$ cat config.mk
export PLATFORM = sky130hd
export DESIGN_NAME = skvt_cell
export DESIGN_NICKNAME = d
export VERILOG_FILES = /design/src/hdl/skvt_pkg.sv /design/src/hdl/skvt_cell.sv
export SDC_FILE = /design/constraint.sdc
export NUM_CORES = 1
export LEC_CHECK = 0
export ABC_AREA = 1
export BUFFER_PORTS_ARGS = -buffer_cell sky130_fd_sc_hd__buf_2
export CORE_AREA = 2 2 128 130
export CTS_CLUSTER_DIAMETER = 120
export CTS_CLUSTER_SIZE = 30
export DETAILED_ROUTE_END_ITERATION = 8
export DIE_AREA = 0 0 130 132
export HOLD_SLACK_MARGIN = 0.12
export RECOVER_POWER = 50
export SETUP_SLACK_MARGIN = 0.5
export SYNTH_ARGS = -nofsm -noshare
export SYNTH_HDL_FRONTEND = slang
export SYNTH_SLANG_ARGS = --single-unit
$ cat constraint.sdc
create_clock -name clk -period 4.1 [get_ports clk]
set_input_delay 0.41 -clock clk [delete_from_list [all_inputs] [get_ports clk]]
set_output_delay 0.41 -clock clk [all_outputs]
set_load 0.02 [all_outputs]
$ cat src/hdl/skvt_pkg.sv
// ----------------------------------------------------------------------------
// skvt_pkg
// Types, codes and sizes shared by the sorted key/value table modules.
// ----------------------------------------------------------------------------
package skvt_pkg;

	localparam int CAPACITY    = 64;
	localparam int KEY_W       = 32;
	localparam int VAL_W       = 32;
	localparam int CNT_W       = $clog2(CAPACITY + 1);
	localparam int COUNT_OUT_W = 7;

	localparam logic [1:0] OP_INSERT = 2'd0;
	localparam logic [1:0] OP_REMOVE = 2'd1;
	localparam logic [1:0] OP_LOOKUP = 2'd2;

	localparam logic [1:0] ST_OK       = 2'd0;
	localparam logic [1:0] ST_DUP      = 2'd1;
	localparam logic [1:0] ST_NOTFOUND = 2'd2;
	localparam logic [1:0] ST_FULL     = 2'd3;

	typedef struct packed {
		logic [1:0]       opcode;
		logic [KEY_W-1:0] key;
		logic [VAL_W-1:0] value_in;
	} cmd_t;

	typedef struct packed {
		logic [1:0]             status;
		logic [VAL_W-1:0]       value_out;
		logic [COUNT_OUT_W-1:0] count_after;
	} rsp_t;

	typedef struct packed {
		logic [KEY_W-1:0] key;
		logic [VAL_W-1:0] value;
	} entry_t;

	typedef struct packed {
		logic cmp_en;
		logic shift_up;
		logic shift_down;
	} cell_ctrl_t;

	typedef enum logic [1:0] {
		S_IDLE,
		S_CMP,
		S_APPLY
	} state_t;

endpackage

$ cat src/hdl/skvt_cell.sv
// ----------------------------------------------------------------------------
// skvt_cell
// One table slot: holds an entry, compares it against the command key and
// moves entries to or from its neighbors on insert and remove.
// ----------------------------------------------------------------------------
module skvt_cell (
	input  logic                       clk,
	input  skvt_pkg::cell_ctrl_t       ctrl,
	input  logic                       in_use,
	input  logic [skvt_pkg::KEY_W-1:0] cmp_key,
	input  skvt_pkg::entry_t           new_entry,
	input  skvt_pkg::entry_t           prev_entry,
	input  logic                       prev_lt,
	input  skvt_pkg::entry_t           next_entry,
	output skvt_pkg::entry_t           entry,
	output logic                       lt,
	output logic                       eq,
	output logic [skvt_pkg::VAL_W-1:0] hit_value
);
	import skvt_pkg::*;

	entry_t entry_q;
	logic   lt_q;
	logic   eq_q;

	always_ff @(posedge clk) begin
		if (ctrl.cmp_en) begin
			lt_q <= in_use && (entry_q.key < cmp_key);
			eq_q <= in_use && (entry_q.key == cmp_key);
		end
		if (ctrl.shift_up) begin
			// slots at or above the insert point move up; the first takes the new entry
			if (!lt_q) begin
				if (prev_lt) begin
					entry_q <= new_entry;
				end else begin
					entry_q <= prev_entry;
				end
			end
		end else if (ctrl.shift_down) begin
			if (!lt_q) begin
				entry_q <= next_entry;
			end
		end
	end

	assign entry     = entry_q;
	assign lt        = lt_q;
	assign eq        = eq_q;
	assign hit_value = eq_q ? entry_q.value : '0;

endmodule

==> results.py <==
metrics = {
    "setup_path": {
        "path_cells": "clkbuf_1 -> nor2_1 -> nor2_1 -> clkbuf_2",
        "cp.arrival_ns": 2.77,
        "crit_path_frequent_cell": "nor2_1",
        "r2r_slack_ns": 1.90,
        "cp_top_family": "buffers and inverters",
        "worst-path-buf-inv": 2,
        "critPathMaxFanout": 27,
        "max_stage_delay_ns": 0.87,
        "slowest_stage": "clkbuf_1",
        "crit_type": "in -> reg",
        "cp-end-kind": "register",
        "crit_path_start_kind": "input pin",
        "crit_required_ns": 4.06,
    },
    "timing": {
        "hold_violations": 0,
        "finalSetupTns_ns": 0,
        "fin_crit_ns": 2.81,
        "slew_viol_final": 0,
        "setup_viol": 0,
        "tightest_slew_ns": 1.23,
        "relSlewSlack": 0.179,
        "clock_skew_ns": 0.00588,
        "rsz0062_at_grt": "false",
        "period_share": 0.684,
        "fmax_ghz": 0.356,
    },
    "clock_tree": {
        "cts_resized": 0,
        "postCtsSetupBuffers": 0,
        "htree_levels": 3,
        "path_clk_slew_ns": 0.05,
        "numCtsBuffers": 9,
        "clk_latency_ns": 0.33,
        "cts_buffer_depth": 2,
        "cts.sinks": 66,
        "root_buffer": "clkbuf_16",
        "cts_tree": "done",
        "hold_buffers": 0,
    },
    "logic_synthesis": {
        "synth_area_um2": 4430,
        "synth_common_cells": "nand2_1 (130), inv_1 (73), nor2_1 (73), edfxtp_1 (66), o21ai_0 (66)",
        "synthCells": 562,
        "yosys_warnings": 0,
        "synth_seq_cells": 66,
        "yosys.area.top_type": "edfxtp_1",
        "synthFlopType": "edfxtp_1",
        "synth_cell_type_count": 24,
        "synthesis.nets": 824,
        "syn_area_per_cell_um2": 7.88,
        "synth_edf_count": 66,
        "synth.most_common_cell": "nand2_1",
        "synth_area_leaders": "edfxtp_1 (45%), nand2_1 (11%), ha_1 (9.0%)",
        "synthArstFlopShare": 0,
        "yosysSeqAreaShare": 0.448,
        "synth_top_area_share": 0.448,
    },
    "placement": {
        "gp_congestion": 0.837,
        "io_buffers": 327,
        "dp_hpwl_um": 12700,
    },
    "die": {
        "die_area_um2": 17200,
        "die_h_um": 132,
        "fp.dieW_um": 130,
        "fp-row-count": 46,
        "ios": 328,
        "core_um2": 15700,
        "start_util": 0.282,
    },
    "global_routing": {
        "track_usage": 0.187,
        "grt_overflow_total": 0,
        "antenna_found_initial": 0,
        "grt_pass1_vias": 4803,
        "grt_max_degree": 66,
        "grt_pass1_wl_um": 24600,
    },
    "run_status": {
        "status": "finished clean",
    },
    "power": {
        "vdd_drop_max_mv": 0.201,
        "leakagePower_nw": 3.32,
        "p_per_area_nw_per_um2": 336,
        "p_total_w": 0.00214,
    },
    "route": {
        "wl_per_cell_um": 15.0,
        "vias_per_cell": 4.49,
        "first_iter_violations": 210,
        "via_count": 4916,
        "antenna_left": 0,
        "drc": 0,
        "drtPass1Iterations": 5,
        "wirelength_um": 16500,
    },
    "flow_run": {
        "drv_cap": 0,
    },
    "finish": {
        "area_growth_syn_to_layout_pct": 44.0,
        "n_antenna_cell": 0,
        "drive_gt1_frac": 0.324,
        "final_nets": 1138,
    },
    "worst_hold_path": {
        "hold_class": "in -> reg",
    },
}
[per-layer routing]
| metal | up-vias | GRT usage | routed length [um] |
|---|---|---|---|
| li1 | 2471 | - | - |
| met1 | 2205 | 0.225 | 6880 |
| met2 | 222 | 0.329 | 7980 |
| met3 | 18 | 0.0507 | 1330 |
| met4 | 0 | 0.0448 | 290 |
| met5 | - | 0 | 0 |
[layout by cell type (no fill, tap or decap), drive strengths merged]
cell type and instances:
a211oi 1, a21o 1, a21oi 12, buf 264, bufinv 1, clkbuf 77, clkinv 3, clkinvlp 2
edfxtp 66, ha 32, inv 77, nand2 130, nand3 3, nand4 2, nor2 73, nor3 4
o21a 1, o21ai 130, o21bai 1
[final timing paths]
check,cells past startpoint,start,endpoint
setup / recovery,4,ctrl[1],entry[44]
hold / removal,1,ctrl[2],eq
setup reg to reg,2,lt,entry[44]
hold reg to reg,1,lt,entry[32]
[power by group]
| part | internal, W | leakage [nW] | switching, W |
|---|---|---|---|
| Clock | 0.000463 | 0.135 | 0.000294 |
| Sequential | 0.000828 | 0.645 | 0.0000447 |
| Combinational | 0.000192 | 2.54 | 0.000318 |
| Total | 0.00148 | 3.32 | 0.000657 |
[logic make-up after synthesis]
family          Yosys count  synth area share
flops                    66             0.448
fa+ha+maj                32            0.0904
buf+inv                 106             0.109
compound gates          146             0.167
simple gates            212             0.186
[sequential cells by signal (all words and copies together), names as in the netlist]
name   cells
entry     64
eq         1
lt         1
[worst reg2reg max path, stage by stage, from the launching register on]
cell and delay (ns):
edfxtp_1 0.48, nor2_1 0.66, clkbuf_2 0.69
[final cells by class]
type                       count  area [um2]
clock buffer                   9         225
multi-input combinational    390        1960
fill                        1688        9340
sequential                    66        1980
tap                          216         270
inverter                      77         292
clock inverter                 6        58.8
timing repair buffer         332        1590
[through the flow]
stage / utilization / hold slack, ns / cells / area, um2 / worst slack [ns]
after floorplan: - / 0.522 / 562 / 4430 / 1.40
after global placement: 0.394 / 0.632 / 1081 / 6190 / 1.97
after detailed placement: 0.394 / 0.645 / 1081 / 6190 / 1.97
after CTS: 0.412 / 0.295 / 1096 / 6470 / 1.75
after global routing: 0.406 / 0.343 / 1096 / 6380 / 0.989
final: 0.406 / 0.354 / 1096 / 6380 / 1.29
(Power assumes the default switching activity.)
